$ cat config.mk
export PLATFORM = sky130hd
export DESIGN_NAME = vgu_sqrt
export DESIGN_NICKNAME = d
export VERILOG_FILES = /design/src/sv/vgu_pkg.sv /design/src/sv/vgu_sqrt.sv
export SDC_FILE = /design/constraint.sdc
export NUM_CORES = 2
export LEC_CHECK = 0
export BUFFER_PORTS_ARGS = -buffer_cell sky130_fd_sc_hd__buf_2
export CAP_MARGIN = 20
export CORE_MARGIN = 4
export CORE_UTILIZATION = 25
export CTS_CLUSTER_DIAMETER = 120
export DETAILED_ROUTE_END_ITERATION = 10
export GPL_TIMING_DRIVEN = 0
export PLACE_DENSITY = 0.4
export REMOVE_ABC_BUFFERS = 1
export SYNTH_ARGS = -nofsm -noshare
export SYNTH_HDL_FRONTEND = slang
export SYNTH_SLANG_ARGS = --single-unit
$ cat constraint.sdc
create_clock -name clock -period 9.4 [get_ports clock]
set_input_delay 1.41 -clock clock [delete_from_list [all_inputs] [get_ports clock]]
set_output_delay 1.41 -clock clock [all_outputs]
set_load 0.03 [all_outputs]
$ cat src/sv/vgu_pkg.sv
// Types, constants and step functions of the vector geometry unit.
`default_nettype none
package vgu_pkg;

   localparam logic [2:0] OP_ADD   = 3'd0;
   localparam logic [2:0] OP_DOT   = 3'd1;
   localparam logic [2:0] OP_CROSS = 3'd2;
   localparam logic [2:0] OP_LEN   = 3'd3;
   localparam logic [2:0] OP_UNIT  = 3'd4;
   localparam logic [2:0] OP_ANGLE = 3'd5;

   localparam int SQRT_STAGES = 25;
   localparam int DIV_STAGES  = 17;

   localparam logic [16:0]        ONE_Q16 = 17'd65536;
   localparam logic signed [32:0] PI_Q16  = 33'sd205887;
   localparam logic signed [19:0] AC_P0   = 20'sd102939;
   localparam logic signed [19:0] AC_P1   = -20'sd13901;
   localparam logic signed [19:0] AC_P2   = 20'sd4867;
   localparam logic signed [19:0] AC_P3   = -20'sd1227;

   typedef struct packed {
      logic [31:0]        aa;
      logic [31:0]        bb;
      logic signed [31:0] ab;
      logic signed [31:0] c1;
      logic signed [31:0] c2;
      logic signed [16:0] sum;
   } lane_out_type;

   typedef struct packed {
      logic [2:0]         opcode;
      logic [2:0][15:0]   a_vec;
      logic signed [32:0] dot;
      logic [2:0][32:0]   rvec;
      logic               a_zero;
      logic               b_zero;
   } meta_type;

   typedef struct packed {
      logic [26:0] rem;
      logic [24:0] root;
      logic [49:0] rest;
   } sqrt_state_type;

   typedef struct packed {
      logic [63:0] rem;
      logic [63:0] dsh;
      logic [16:0] q;
   } div_state_type;

   // One digit of the restoring square root: two radicand bits per step.
   function automatic sqrt_state_type sqrt_step(input sqrt_state_type s);
      sqrt_state_type o;
      logic [28:0] t_rem;
      logic [28:0] t_try;
      logic        ge;
      t_rem  = {s.rem, s.rest[49:48]};
      t_try  = {2'b00, s.root, 2'b01};
      ge     = (t_rem >= t_try);
      o.rem  = ge ? 27'(t_rem - t_try) : t_rem[26:0];
      o.root = {s.root[23:0], ge};
      o.rest = {s.rest[47:0], 2'b00};
      return o;
   endfunction

   // One quotient bit of the restoring divider.
   function automatic div_state_type div_step(input div_state_type s);
      div_state_type o;
      logic ge;
      ge    = (s.rem >= s.dsh);
      o.rem = ge ? (s.rem - s.dsh) : s.rem;
      o.dsh = {1'b0, s.dsh[63:1]};
      o.q   = {s.q[15:0], ge};
      return o;
   endfunction

   // Divide by 65536 with truncation toward zero.
   function automatic logic signed [37:0] trunc_q16(input logic signed [37:0] v);
      logic signed [37:0] bias;
      bias = v[37] ? 38'sd65535 : 38'sd0;
      return (v + bias) >>> 16;
   endfunction

endpackage
`default_nettype wire

$ cat src/sv/vgu_sqrt.sv
// Pipelined integer square root, one root bit per stage.
`default_nettype none
module vgu_sqrt (
   input  logic        clock,
   input  logic        en,
   input  logic [49:0] radicand,
   output logic [24:0] root
);
   import vgu_pkg::*;

   sqrt_state_type stage_ff [SQRT_STAGES];
   sqrt_state_type first;

   always_comb begin
      first.rem  = 27'd0;
      first.root = 25'd0;
      first.rest = radicand;
   end

   always_ff @(posedge clock) begin
      if (en) begin
         stage_ff[0] <= sqrt_step(first);
         for (int k = 1; k < SQRT_STAGES; k++) begin
            stage_ff[k] <= sqrt_step(stage_ff[k-1]);
         end
      end
   end

   assign root = stage_ff[SQRT_STAGES-1].root;

endmodule
`default_nettype wire

==> parameters.txt <==
Parameter                              Value

Setup path
  CP endpoint kind ... flop
  Path type of the worst setup path ... flop to flop
  Worst R2R End ... stage_ff[1][393]
  Worst Path Max Fanout ... 20
  Launch instance of the worst register-to-register path ... stage_ff[1][248]
  Critical path, cell by cell ... inv_1 > ha_1 > o21a_1 > o21ai_0 > a21oi_1 > o31ai_1 > a21bo_2 > nand2_1 > nor3_2 > buf_6 > inv_1 > nand3_1 > nor4_1 > xor2_1
  Slowest Stage Delay on Critical Path ... 0.63 ns
  R2R depth ... 14
  Dominant cell type by count on the critical path ... sky130_fd_sc_hd__inv_1
  CP Launch Point ... stage_ff[1][248]
  Max stage delay cell, worst path ... sky130_fd_sc_hd__inv_1
  Kind of launch point of the worst setup path ... flop
  Reg2reg setup slack ... 5.03 ns
  Worst Path Required ... 9.96 ns
  Worst path arrival time ... about 4.9 ns

Cells and area
  Number of nets at the end of the flow ... about 6.0k
  Layout cells sized above 1 ... 8.76%
  Flip-flop count of the largest register after layout ... 1536
  Top flop regs ... stage_ff x1536
  Register with the highest flop count ... stage_ff
  Area grow syn2layout ... 15.8%
  Cell area after layout ... 82500 sq um
  # fillers ... approximately 28k
  Final Instance Count excl. Fillers ... ~9.5k
  Fraction of the core area covered by cells at the end of the flow ... 29.2%

Floorplanning
  Horizontal die dimension ... 542 um
  Initial Util ... between 20% and 30%
  Core footprint ... about 280000 sq um
  Total number of placement rows ... 195
  Floorplan die height ... about 540 um
  Die area ... 293000 sq um
  Total I/O pin count ... 77

Route
  Avg WL per Cell ... roughly 15 um
  Total wire length ... 145000 um
  Post-DRT Antenna Nets ... 0
  DRC viols ... 0
  Number of vias in the routed layout ... 40.6k
  Length of the first detailed-routing pass in iterations ... 7
  Ratio of routed vias to standard cells ... ~4.3
  Initial detailed-routing violation count ... 2294

Timing
  Unrepaired setup endpoints after global routing ... no
  Worst slew pin tran ... ~1.1 ns
  Ratio of final minimum period to clock period ... 46.5%
  Worst path setup slack after routing ... 5.03 ns
  Fin. Hold Viols ... 0
  Clock skew ... 0.0474 ns
  Post-layout min period ... 4.37 ns
  Tightest slew margin relative to the limit ... between 20% and 30%
  Number of max-slew violations in the final report ... 0
  Max Clk Rate ... around 230 MHz
  Number of endpoints failing setup at the final stage ... 0
  Final total negative setup slack ... 0 ns

Pwr
  Clk network pwr share ... between 30% and 40%
  Net Sw Frac ... between 20% and 30%
  Reg power frac ... around 47%
  Proportion of power drawn by combinational gates ... 16.8%
  IR drop worst, VDD ... 152 uV
  Internal Power ... 14200 uW
  P_sw ... 5170 uW
  Total power density per cell area ... roughly 230 nW/um^2
  Static Leakage ... 0.0308 uW

GRT
  Wire length of the first global-routing pass ... approximately 230000 um
  GRT Residual Overflow ... 0
  Number of global-route vias before repair ... 41.6k
  Antenna violations before repair ... 3
  Total Routing Usage GR ... 9.65%
  Pin count of the biggest net entering global routing ... 171

Synthesis
  Number of register bits inferred by synthesis ... between 1.5k and 2k
  Share of Yosys cell area claimed by the top area cell type ... 64.8%
  Number of warnings issued by yosys ... 0
  Share of synthesized cell area in full adder, half adder and majority cells ... 6.19%
  Post-Synth Simple-Gate Area ... 9.83%
  Library cell occupying the most area in the post-synthesis netlist ... sky130_fd_sc_hd__edfxtp_1
  Synthesized area per cell ... between 10 and 15 sq um
  Sequential share of the synthesized area ... 64.8%
  Synth async-reset ratio ... 0%
  Summed instance area of the synthesized netlist ... 71200 sq um
  Fraction of synthesized cell area in xor and xnor cells ... 6.12%
  Cells after Synth ... 5402
  Area fraction in compound gates after synthesis ... 9.12%
  Library cells used by synthesis ... 93
  Share of synthesized area spent on multiplexers ... approximately 1.2%
  Number of enable-type register cells in the synthesized netlist ... 1536
  Prevailing post-synth register cell ... sky130_fd_sc_hd__edfxtp_1
  Largest family of logic cells by synthesized area ... simple AND/OR/NAND/NOR gates
  Largest cells by area after synthesis ... sky130_fd_sc_hd__edfxtp_1, sky130_fd_sc_hd__ha_1, sky130_fd_sc_hd__xnor2_1, sky130_fd_sc_hd__xor2_1, sky130_fd_sc_hd__a21oi_1

Min path
  Endpoint with the worst hold slack ... stage_ff[0][716]
  Hold path cells ... 0
  Hold_sp ... stage_ff[0][614]
  Worst min-delay path class ... flop to flop

Outcome
  Outcome ... finished clean

Clock network
  Insertion delay to the later sink of the worst-skew pair ... 0.82 ns
  Clock tree from TritonCTS ... built
  Post-CTS setup-driven buffer insertion count ... 0
  H-Tree Depth ... 4
  Count of clock tree sinks ... 1536
  Clock buffer count from CTS ... 192
  Number of buffers between clock root and the deepest sink ... 4
  Cts repair resizes ... 0
  Clock Tree Root ... sky130_fd_sc_hd__clkbuf_16
  CTS hold repair buffers ... 0
  Reg clk slew, reported paths ... 0.06 ns

Run
  Max Cap Viol ... 0

Placement
  Cell Count Post-Placement ... just over 9k
  Global placer's final weighted congestion ... 0.839
  HPWL after detailed placement ... 102000 um
  Count of port buffers added during placement ... 76
  Pre-CTS worst setup slack ... around 4.2 ns
  Instance area after placement ... roughly 76000 sq um
==> power by group through the flow <==
stage | clock network, uW | logic [uW] | registers (uW)
finish | 7020 | 3240 | 9070
global route | 7650 | 3650 | 9170
CTS | 7380 | 3270 | 9090
detailed placement | 0 | 3250 | 9220
global placement | 0 | 3210 | 9580
floorplan | 0 | 2420 | 9010
==> synth_stat cells (all sizes together), types with 21 or more instances <==
library cell,number
nor2b,62
nand2,315
nor2,352
nand4,62
a21oi,358
xor2,207
or4,36
o21a,74
o21bai,26
nor3,138
clkbuf,80
mux2,67
or2,28
o31ai,24
and3,29
o21ai,216
nand3b,21
nor4,64
inv,426
xnor2,290
nand3,77
a31oi,24
or3,53
nand2b,64
a21o,143
a211oi,24
ha,352
edfxtp,1536
o211ai,21
==> worst max path at each step <==
stage | end | slack (ns) | depth (start not counted)
2_1_floorplan | stage_ff[2][193] | 5.01 | 10
3_3_place_gp | stage_ff[2][771] | -18.74 | 1
3_5_place_dp | stage_ff[0][746] | 4.25 | 6
4_1_cts | stage_ff[1][389] | 4.93 | 14
5_1_grt | stage_ff[1][389] | 4.62 | 14
6_report | stage_ff[1][393] | 5.03 | 14
==> kinds of logic (layout without fill, tap and decap cells) <==
kind of cell,Yosys count,in the layout
DFF,1536,1536
and+or+nand+nor,1381,1381
AOI/OAI and AO/OA,1036,1036
buffers and inverters,524,875
xor gates and xnor gates,497,497
adders and majority gates,352,352
muxes,75,75
other,1,2
==> layer usage <==
layer	GRT usage [%]	part of all wire [%]
met2	16.7	48
met1	11.9	44
met5	0	0
met3	1.76	3.9
met4	3.71	3.8
==> worst max-delay path: cells and delay by family, from the launching register on <==
family | cells | cell delay, ns
xor gates and xnor gates | 1 | 0.11
adders and majority gates | 1 | 0.41
and+or+nand+nor | 4 | 1.13
buffers and inverters | 3 | 0.86
DFF | 1 | 0.39
AOI/OAI and AO/OA | 5 | 1.18
==> cell usage in the layout (no fill, tap or decap), types with 14 or more instances in the layout <==
master | netlist | final
sky130_fd_sc_hd__and2_1 | 18 | 18
sky130_fd_sc_hd__edfxtp_1 | 1536 | 1536
sky130_fd_sc_hd__nor2_1 | 352 | 352
sky130_fd_sc_hd__mux2_2 | 67 | 67
sky130_fd_sc_hd__clkinv_2 | 0 | 42
sky130_fd_sc_hd__inv_1 | 426 | 426
sky130_fd_sc_hd__o21a_1 | 74 | 74
sky130_fd_sc_hd__a21o_1 | 143 | 143
sky130_fd_sc_hd__a211oi_1 | 23 | 23
sky130_fd_sc_hd__and3_1 | 29 | 29
sky130_fd_sc_hd__clkbuf_16 | 0 | 196
sky130_fd_sc_hd__buf_2 | 7 | 75
sky130_fd_sc_hd__nor4b_1 | 15 | 15
sky130_fd_sc_hd__nor3_1 | 136 | 135
sky130_fd_sc_hd__nand3_1 | 76 | 76
sky130_fd_sc_hd__o211ai_1 | 20 | 20
sky130_fd_sc_hd__o31ai_1 | 24 | 24
sky130_fd_sc_hd__nor4_1 | 64 | 63
sky130_fd_sc_hd__o21bai_1 | 26 | 25
sky130_fd_sc_hd__o41ai_1 | 15 | 14
sky130_fd_sc_hd__or3_1 | 52 | 52
sky130_fd_sc_hd__ha_1 | 352 | 352
sky130_fd_sc_hd__or2_2 | 26 | 26
sky130_fd_sc_hd__a31oi_1 | 24 | 24
sky130_fd_sc_hd__clkinv_1 | 1 | 41
sky130_fd_sc_hd__nor2b_1 | 62 | 62
sky130_fd_sc_hd__or4_1 | 32 | 32
sky130_fd_sc_hd__o21ai_0 | 214 | 213
sky130_fd_sc_hd__a21oi_1 | 358 | 357
sky130_fd_sc_hd__nand4_1 | 61 | 61
sky130_fd_sc_hd__nand2_1 | 315 | 315
sky130_fd_sc_hd__nand3b_1 | 21 | 21
sky130_fd_sc_hd__a21boi_0 | 20 | 20
sky130_fd_sc_hd__xor2_1 | 207 | 207
sky130_fd_sc_hd__xnor2_1 | 289 | 289
sky130_fd_sc_hd__clkbuf_1 | 80 | 40
sky130_fd_sc_hd__nand2b_1 | 63 | 63
==> final cells by class <==
| type | count | area [sq um] | share of cell area, % |
|---|---|---|---|
| flip-flops and latches | 1536 | 46100 | 55.9 |
| multi-input cells | 3342 | 23200 | 28.1 |
| clock buffers | 236 | 5050 | 6.13 |
| well taps | 3743 | 4680 | 5.68 |
| inverters | 427 | 1600 | 1.94 |
| repair buffers | 103 | 920 | 1.12 |
| clock inverters | 109 | 905 | 1.10 |
| diodes | 1 | 2.50 | 0.00303 |
==> per-stage QoR <==
| stage | power [uW] | hold slack (ns) |
|---|---|---|
| 2_1_floorplan | 11400 | 0.400 |
| 6_report | 19300 | 0.381 |
| 5_1_grt | 20500 | 0.378 |
| 3_5_place_dp | 12500 | 0.405 |
| 3_3_place_gp | 12800 | 0.401 |
| 4_1_cts | 19700 | 0.377 |
Power figures use the tool's default switching activity.
