[src/sv/vgu_pkg.sv]
// Types, constants and step functions of the vector geometry unit.
`default_nettype none
package vgu_pkg;

   localparam logic [2:0] OP_ADD   = 3'd0;
   localparam logic [2:0] OP_DOT   = 3'd1;
   localparam logic [2:0] OP_CROSS = 3'd2;
   localparam logic [2:0] OP_LEN   = 3'd3;
   localparam logic [2:0] OP_UNIT  = 3'd4;
   localparam logic [2:0] OP_ANGLE = 3'd5;

   localparam int SQRT_STAGES = 25;
   localparam int DIV_STAGES  = 17;

   localparam logic [16:0]        ONE_Q16 = 17'd65536;
   localparam logic signed [32:0] PI_Q16  = 33'sd205887;
   localparam logic signed [19:0] AC_P0   = 20'sd102939;
   localparam logic signed [19:0] AC_P1   = -20'sd13901;
   localparam logic signed [19:0] AC_P2   = 20'sd4867;
   localparam logic signed [19:0] AC_P3   = -20'sd1227;

   typedef struct packed {
      logic [31:0]        aa;
      logic [31:0]        bb;
      logic signed [31:0] ab;
      logic signed [31:0] c1;
      logic signed [31:0] c2;
      logic signed [16:0] sum;
   } lane_out_type;

   typedef struct packed {
      logic [2:0]         opcode;
      logic [2:0][15:0]   a_vec;
      logic signed [32:0] dot;
      logic [2:0][32:0]   rvec;
      logic               a_zero;
      logic               b_zero;
   } meta_type;

   typedef struct packed {
      logic [26:0] rem;
      logic [24:0] root;
      logic [49:0] rest;
   } sqrt_state_type;

   typedef struct packed {
      logic [63:0] rem;
      logic [63:0] dsh;
      logic [16:0] q;
   } div_state_type;

   // One digit of the restoring square root: two radicand bits per step.
   function automatic sqrt_state_type sqrt_step(input sqrt_state_type s);
      sqrt_state_type o;
      logic [28:0] t_rem;
      logic [28:0] t_try;
      logic        ge;
      t_rem  = {s.rem, s.rest[49:48]};
      t_try  = {2'b00, s.root, 2'b01};
      ge     = (t_rem >= t_try);
      o.rem  = ge ? 27'(t_rem - t_try) : t_rem[26:0];
      o.root = {s.root[23:0], ge};
      o.rest = {s.rest[47:0], 2'b00};
      return o;
   endfunction

   // One quotient bit of the restoring divider.
   function automatic div_state_type div_step(input div_state_type s);
      div_state_type o;
      logic ge;
      ge    = (s.rem >= s.dsh);
      o.rem = ge ? (s.rem - s.dsh) : s.rem;
      o.dsh = {1'b0, s.dsh[63:1]};
      o.q   = {s.q[15:0], ge};
      return o;
   endfunction

   // Divide by 65536 with truncation toward zero.
   function automatic logic signed [37:0] trunc_q16(input logic signed [37:0] v);
      logic signed [37:0] bias;
      bias = v[37] ? 38'sd65535 : 38'sd0;
      return (v + bias) >>> 16;
   endfunction

endpackage
`default_nettype wire

[src/sv/vgu_merge.sv]
// Merging stage: sums of squares, dot product and the vector result of add or cross.
`default_nettype none
module vgu_merge (
   input  logic                        clock,
   input  logic                        en,
   input  vgu_pkg::lane_out_type [2:0] lanes,
   input  logic [2:0]                  opcode,
   input  logic [2:0][15:0]            a_vec,
   output vgu_pkg::meta_type           meta_ff,
   output logic [31:0]                 sum_a_ff,
   output logic [31:0]                 sum_b_ff
);
   import vgu_pkg::*;

   meta_type    meta_in;
   logic [31:0] sum_a_in;
   logic [31:0] sum_b_in;

   always_comb begin
      sum_a_in = lanes[0].aa + lanes[1].aa + lanes[2].aa;
      sum_b_in = lanes[0].bb + lanes[1].bb + lanes[2].bb;
      meta_in.opcode = opcode;
      meta_in.a_vec  = a_vec;
      meta_in.dot    = 33'(lanes[0].ab) + 33'(lanes[1].ab) + 33'(lanes[2].ab);
      meta_in.a_zero = (sum_a_in == 32'd0);
      meta_in.b_zero = (sum_b_in == 32'd0);
      for (int i = 0; i < 3; i++) begin
         case (opcode)
            OP_ADD:   meta_in.rvec[i] = {{8{lanes[i].sum[16]}}, lanes[i].sum, 8'h00};
            OP_CROSS: meta_in.rvec[i] = 33'(lanes[i].c1) - 33'(lanes[i].c2);
            default:  meta_in.rvec[i] = 33'd0;
         endcase
      end
   end

   always_ff @(posedge clock) begin
      if (en) begin
         meta_ff  <= meta_in;
         sum_a_ff <= sum_a_in;
         sum_b_ff <= sum_b_in;
      end
   end

endmodule
`default_nettype wire

[config.mk]
export PLATFORM = sky130hd
export DESIGN_NAME = vgu_merge
export DESIGN_NICKNAME = d
export VERILOG_FILES = /design/src/sv/vgu_pkg.sv /design/src/sv/vgu_merge.sv
export SDC_FILE = /design/constraint.sdc
export NUM_CORES = 1
export LEC_CHECK = 0
export BUFFER_PORTS_ARGS = -buffer_cell sky130_fd_sc_hd__buf_2
export CAP_MARGIN = 25
export CORE_AREA = 2 2 329 331
export CTS_BUF_LIST = sky130_fd_sc_hd__clkbuf_2
export DETAILED_ROUTE_END_ITERATION = 6
export DIE_AREA = 0 0 331 333
export PLACE_DENSITY = 0.46
export SLEW_MARGIN = 20
export SYNTH_ARGS = -nofsm -noshare
export SYNTH_HDL_FRONTEND = slang
export SYNTH_SLANG_ARGS = --single-unit
export TNS_END_PERCENT = 50
[constraint.sdc]
create_clock -name clock -period 7.2 [get_ports clock]
set_input_delay 1.08 -clock clock [delete_from_list [all_inputs] [get_ports clock]]
set_output_delay 1.08 -clock clock [all_outputs]
set_load 0.02 [all_outputs]
==> results.json, run 1 <==
{
  "fin_crit_sh": 0.697,
  "critPathRequiredTime_ns": 8.16,
  "nFillCells": 11700,
  "dr.first_iter.drc_count": 912,
  "cts_tree": "done",
  "synth_area_mm2": 0.0194,
  "synth_common_cells": "249 x edfxtp_1, 187 x ha_1, 158 x inv_1, 157 x a21oi_1, 143 x o21ai_0",
  "relSlewSlack": 0.333,
  "yosys.area_share.simple": 0.103,
  "worst_pin_slew_ns": 1.00,
  "synth-adder-area-share": 0.224,
  "peakVddDrop_mv": 0.0956,
  "yosysWarnings": 0,
  "synthMuxAreaShare": 0,
  "critPathLaunchType": "primary input",
  "synth_compound_area_frac": 0.174,
  "antenna_found_initial": 37,
  "path_clk_slew_ns": 0.09,
  "grt_overflow_total": 0,
  "synth-edff-count": 249,
  "synthCells": 1851,
  "wl_per_cell_um": 19.6,
  "htree_levels": 3,
  "dieWidth_um": 331,
  "place_congestion": 0.879,
  "crit_arrival_ns": 5.97,
  "detail-route-antenna-nets": 0,
  "utilization": 0.253,
  "via_per_inst": 4.21,
  "die_y_um": 333,
  "synth_top_area_frac": 0.386,
  "synth_top_family_by_area": "adder cells",
  "drcViolationCount": 0,
  "fmax_mhz": 199,
  "hp-class": "primary input to register",
  "wirelength_um": 84300,
  "setup_viol": 0,
  "num_rows": 120,
  "holdPathStages": 3,
  "cts_buffers": 83,
  "clock-sinks": 249,
  "synth.area.top_cells": "edfxtp_1 39%, ha_1 12%, fa_1 10%, xnor2_1 4.7%, a21oi_1 4.1%",
  "ctsLongestPathBuffers": 3,
  "critPathKind": "primary input to register",
  "finalSetupTns_ns": 0,
  "status": "complete, no violations",
  "synth-xor-area-share": 0.0764,
  "p_leak_nw": 12.3,
  "pin_count": 833,
  "synthDistinctLibCells": 70,
  "hpwlAfterDp_um": 70400,
  "crit_path_end_kind": "register",
  "synth_ff_type": "edfxtp_1",
  "grt_pass1_vias": 19100,
  "synth-seq-area-share": 0.386,
  "firstDrtPassIters": 5,
  "synthArstFlopShare": 0,
  "p_per_area_mw_per_mm2": 215,
  "crit_path_max_fanout": 3,
  "grt_first_pass_wirelength_um": 120000,
  "vias": 18100,
  "hold_viol": 0,
  "portBuffers": 832,
  "yosysTopAreaCell": "edfxtp_1",
  "die-area_mm2": 0.110,
  "fin_nets": 3712,
  "cts_root_buffer": "clkbuf_2",
  "drive_gt1_frac": 0.340,
  "drv_slew": 0,
  "grt_usage": 0.149,
  "initial_core_util": 0.182,
  "core-area_mm2": 0.107,
  "cap_violations": 0,
  "area_delta_synth_final_pct": 39.3,
  "grt_max_degree": 130,
  "ys_ff_latch": 249,
  "rsz0062_at_grt": "false",
  "synth_nets": 2722,
  "syn_avg_cell_area_um2": 10.5,
  "min_period_ns": 5.02,
  "synth_most_common_cell": "edfxtp_1"
}
## state kept, by name, summed over array words and instances (netlist names)
| register | cells |
|---|---|
| sum_a_ff | 32 |
| sum_b_ff | 32 |
| meta_ff | 185 |
## repair_timing
| item | 4_1_cts | 5_1_grt |
|---|---|---|
| hold buffers | 94 | 0 |
| resized for setup | 0 | 0 |
| endpoints found under the hold margin | 94 | 0 |
| setup buffers | 0 | 0 |
## final cells by class
type,instances,area [um^2],share of cell area
clock buffers,106,531,0.0196
flip-flops and latches,249,7480,0.277
inverters,158,593,0.0220
multi-input cells,1414,11200,0.415
clock inverters,27,180,0.00667
diodes,12,30.0,0.00111
repair buffers,935,5220,0.193
well taps,1403,1760,0.0650
## worst paths after layout
check | from | to
min | lanes[178] | meta_ff[44]
max | lanes[146] | meta_ff[1]
## cell usage in the layout, fill, tap and decap left out, types with 104 or more instances in the layout
cell / n
ha_1: 187
edfxtp_1: 249
nand2_1: 134
nor2_1: 109
inv_1: 158
a21oi_1: 157
o21ai_0: 143
xnor2_1: 104
clkbuf_2: 106
buf_2: 831
## critical path, cell delays in order
cell,delay (ns)
buf_2,0.11
inv_1,0.06
fa_1,0.52
inv_1,0.05
ha_1,0.22
fa_1,0.47
a21o_1,0.21
a221oi_1,0.39
xnor2_1,0.14
nor4_1,0.29
nand2b_1,0.10
nor4b_1,0.56
nand4bb_1,0.17
or4_1,0.45
or4_1,0.50
or4_1,0.49
nor4_1,0.17
## logic make-up after synthesis
| family | after synthesis |
|---|---|
| simple gates | 418 |
| compound gates | 540 |
| fa+ha+maj | 287 |
| flops | 249 |
| buf+inv | 188 |
| xor+xnor | 169 |
## power breakdown
part	internal (mW)	switching (mW)	total [mW]	leakage, nW
Clock	0.480	0.771	1.25	0.531
Combinational	0.992	1.59	2.58	9.32
Sequential	1.92	0.0705	1.99	2.41
Total	3.39	2.43	5.82	12.3
## routing by layer
| layer | part of all wire | global-route usage | vias to the layer above |
|---|---|---|---|
| met5 | 0.0019 | 0 | - |
| met4 | 0.041 | 0.0718 | 26 |
| met3 | 0.087 | 0.0512 | 187 |
| met2 | 0.47 | 0.248 | 660 |
| met1 | 0.40 | 0.169 | 8495 |
| li1 | - | - | 8773 |
## stage by stage
stage	total power [mW]	instance area, um^2	worst slack, ns	cells	hold slack (ns)
floorplan	3.56	19400	1.68	1851	1.18
global placement	4.59	25300	1.05	4063	1.26
detailed placement	4.58	25300	0.964	4065	1.26
CTS	5.95	27000	2.39	4292	0.00761
global route	6.24	27000	2.07	4303	0.112
finish	5.82	27000	2.18	4304	0.289
No activity file was read; power rests on OpenSTA's default activity.
==> run 2: changes to the inputs <==
--- a/config.mk
+++ b/config.mk
@@ -7,11 +7,11 @@
 export LEC_CHECK = 0
 export BUFFER_PORTS_ARGS = -buffer_cell sky130_fd_sc_hd__buf_2
 export CAP_MARGIN = 25
-export CORE_AREA = 2 2 329 331
+export CORE_AREA = 2 2 327 329
 export CTS_BUF_LIST = sky130_fd_sc_hd__clkbuf_2
 export DETAILED_ROUTE_END_ITERATION = 6
-export DIE_AREA = 0 0 331 333
-export PLACE_DENSITY = 0.46
+export DIE_AREA = 0 0 329 331
+export PLACE_DENSITY = 0.47
 export SLEW_MARGIN = 20
 export SYNTH_ARGS = -nofsm -noshare
 export SYNTH_HDL_FRONTEND = slang
==> constraint.sdc (replaced) <==
create_clock -name clock -period 4.6 [get_ports clock]
set_input_delay 0.69 -clock clock [delete_from_list [all_inputs] [get_ports clock]]
set_output_delay 0.69 -clock clock [all_outputs]
set_load 0.02 [all_outputs]
==> results.json, run 2 (synthesized netlist as in run 1, its figures left out) <==
{
  "grt_overflow_total": 0,
  "clock-sinks": 249,
  "violations": "negative setup slack",
  "hold_viol": 0,
  "via_per_inst": 4.19,
  "fin_cells": 4723,
  "hp-class": "primary input to register",
  "p_sw_frac": 0.406,
  "peakVddDrop_mv": 0.176,
  "min_period_ns": 4.65,
  "die_y_um": 331,
  "cts_root_buffer": "clkbuf_2",
  "worst_pin_slew_ns": 0.991,
  "max_stage_delay_ns": 0.59,
  "pin_count": 833,
  "dr.first_iter.drc_count": 1007,
  "setup_viol": 2,
  "p_sw_mw": 4.04,
  "wl_per_cell_um": 18.8,
  "crit_top_cell": "or4_1",
  "cts_tree": "done",
  "dpl-instance-area_mm2": 0.0265,
  "drv_slew": 0,
  "portBuffers": 832,
  "grt_pass1_vias": 20600,
  "relSlewSlack": 0.339,
  "place_congestion": 0.897,
  "p_int_mw": 5.91,
  "initial_core_util": 0.185,
  "wirelength_um": 89000,
  "crit_arrival_ns": 5.57,
  "pwr-share-clk": 0.195,
  "drive_gt1_frac": 0.347,
  "cts_buffers": 82,
  "reg_top3": "meta_ff x185, sum_a_ff x32, sum_b_ff x32",
  "critPathKind": "primary input to register",
  "antenna_found_initial": 35,
  "placed_cells": 4208,
  "critPathLaunchType": "primary input",
  "crit_path_end_kind": "register",
  "rsz0062_at_grt": "true",
  "comb_power_share": 0.491,
  "die-area_mm2": 0.109,
  "grt_first_pass_wirelength_um": 126000,
  "stdcell_area_mm2": 0.0308,
  "drcViolationCount": 0,
  "p_per_area_mw_per_mm2": 323,
  "firstDrtPassIters": 5,
  "ctsLongestPathBuffers": 3,
  "cap_violations": 0,
  "area_delta_synth_final_pct": 59.1,
  "htree_levels": 3,
  "fmax_mhz": 215,
  "grt_max_degree": 87,
  "status": "finished, violations left",
  "layout_common_cells": "832 x buf_2, 354 x dlygate4sd3_1, 249 x edfxtp_1, 185 x ha_1, 159 x buf_4",
  "grt_usage": 0.157,
  "nFillCells": 11200,
  "slowest_stage": "fa_1",
  "dieWidth_um": 329,
  "fin_crit_sh": 1.01,
  "hpwlAfterDp_um": 73500,
  "postCtsSetupRepairBufs": 0,
  "detail-route-antenna-nets": 0,
  "pwr-share-seq": 0.314,
  "top_register": "meta_ff",
  "fin_nets": 4126,
  "path_clk_slew_ns": 0.09,
  "num_rows": 119,
  "critPathRequiredTime_ns": 5.52,
  "p_leak_nw": 14.2,
  "core-area_mm2": 0.105,
  "crit_path_max_fanout": 5,
  "vias": 19800,
  "worst_slack_ns": -0.0529,
  "crit_chain": "buf_2 > fa_1 > ha_4 > dlygate4sd3_1 > xor2_1 > or4_1 > nor2_1 > nor4b_2 > or4b_4 > or4_1 > or4_1 > or4_1 > or4_1 > nor4b_2",
  "largest_reg_flops": 185,
  "final_common_cell": "buf_2"
}
[run 2: cell count changes in the layout (fill, tap and decap cells not counted), sizes merged]
cell         previous run  this run
clkbuf                106       110
clkinv                 23        35
bufinv                  2         0
buf                   841       996
clkinvlp                0         2
dlygate4sd3            94       354
[run 2: worst max-delay path: cells and delay by family]
family | cells | cell delay (ns)
AND/OR/NAND/NOR | 9 | 3.23
adder cells (fa/ha/maj) | 2 | 0.82
buffers and inverters | 2 | 0.69
XOR/XNOR | 1 | 0.15
[run 2: layout make-up]
cell class                 instances  area, um^2  area share
antenna                           12        30.0    0.000974
clock buffer                     110         551      0.0179
clock inverter                    39         185     0.00600
timing repair buffer            1350        9000       0.292
sequential                       249        7480       0.242
tap                             1391        1740      0.0564
multi-input combinational       1414       11300       0.365
inverter                         158         593      0.0192
[run 2: power by group through the flow]
stage	clock network, mW	logic, mW	registers [mW]
after floorplan	0	1.94	3.64
after global placement	0	4.49	3.17
after detailed placement	0	4.48	3.17
after CTS	2.10	4.90	3.13
after global routing	2.18	5.34	3.16
final	1.94	4.89	3.12
[run 2: worst paths after layout]
| path | from | to | slack, ns | depth (start not counted) |
|---|---|---|---|---|
| worst max-delay path | lanes[116] | meta_ff[0] | -0.05 | 14 |
| worst min-delay path | lanes[405] | meta_ff[70] | 0.27 | 4 |
[run 2: what timing repair did]
action / 4_1_cts / 5_1_grt
setup endpoints to repair: 0 / 4
endpoints found under the hold margin: 266 / 0
hold buffers: 354 / 0
gates resized for setup: 0 / 5
[run 2: metrics by stage]
stage | TNS [ns] | worst slack (ns) | utilization | total power, mW | hold WS, ns
2_1_floorplan | -0.554 | -0.281 | - | 5.58 | 0.789
3_3_place_gp | -2.30 | -1.02 | 0.252 | 7.66 | 0.866
3_5_place_dp | -2.55 | -1.08 | 0.252 | 7.65 | 0.868
4_1_cts | 0 | 0.118 | 0.293 | 10.1 | 0.000842
5_1_grt | -0.0951 | -0.0951 | 0.294 | 10.7 | 0.0936
6_report | -0.0695 | -0.0529 | 0.294 | 9.95 | 0.271
[run 2: metal layers]
metal | wire [um] | track usage | vias to the layer above
li1 | - | - | 9613
met1 | 35500 | 0.183 | 9275
met2 | 43900 | 0.274 | 711
met3 | 6980 | 0.0431 | 156
met4 | 2500 | 0.0589 | 22
met5 | 130 | 0 | -
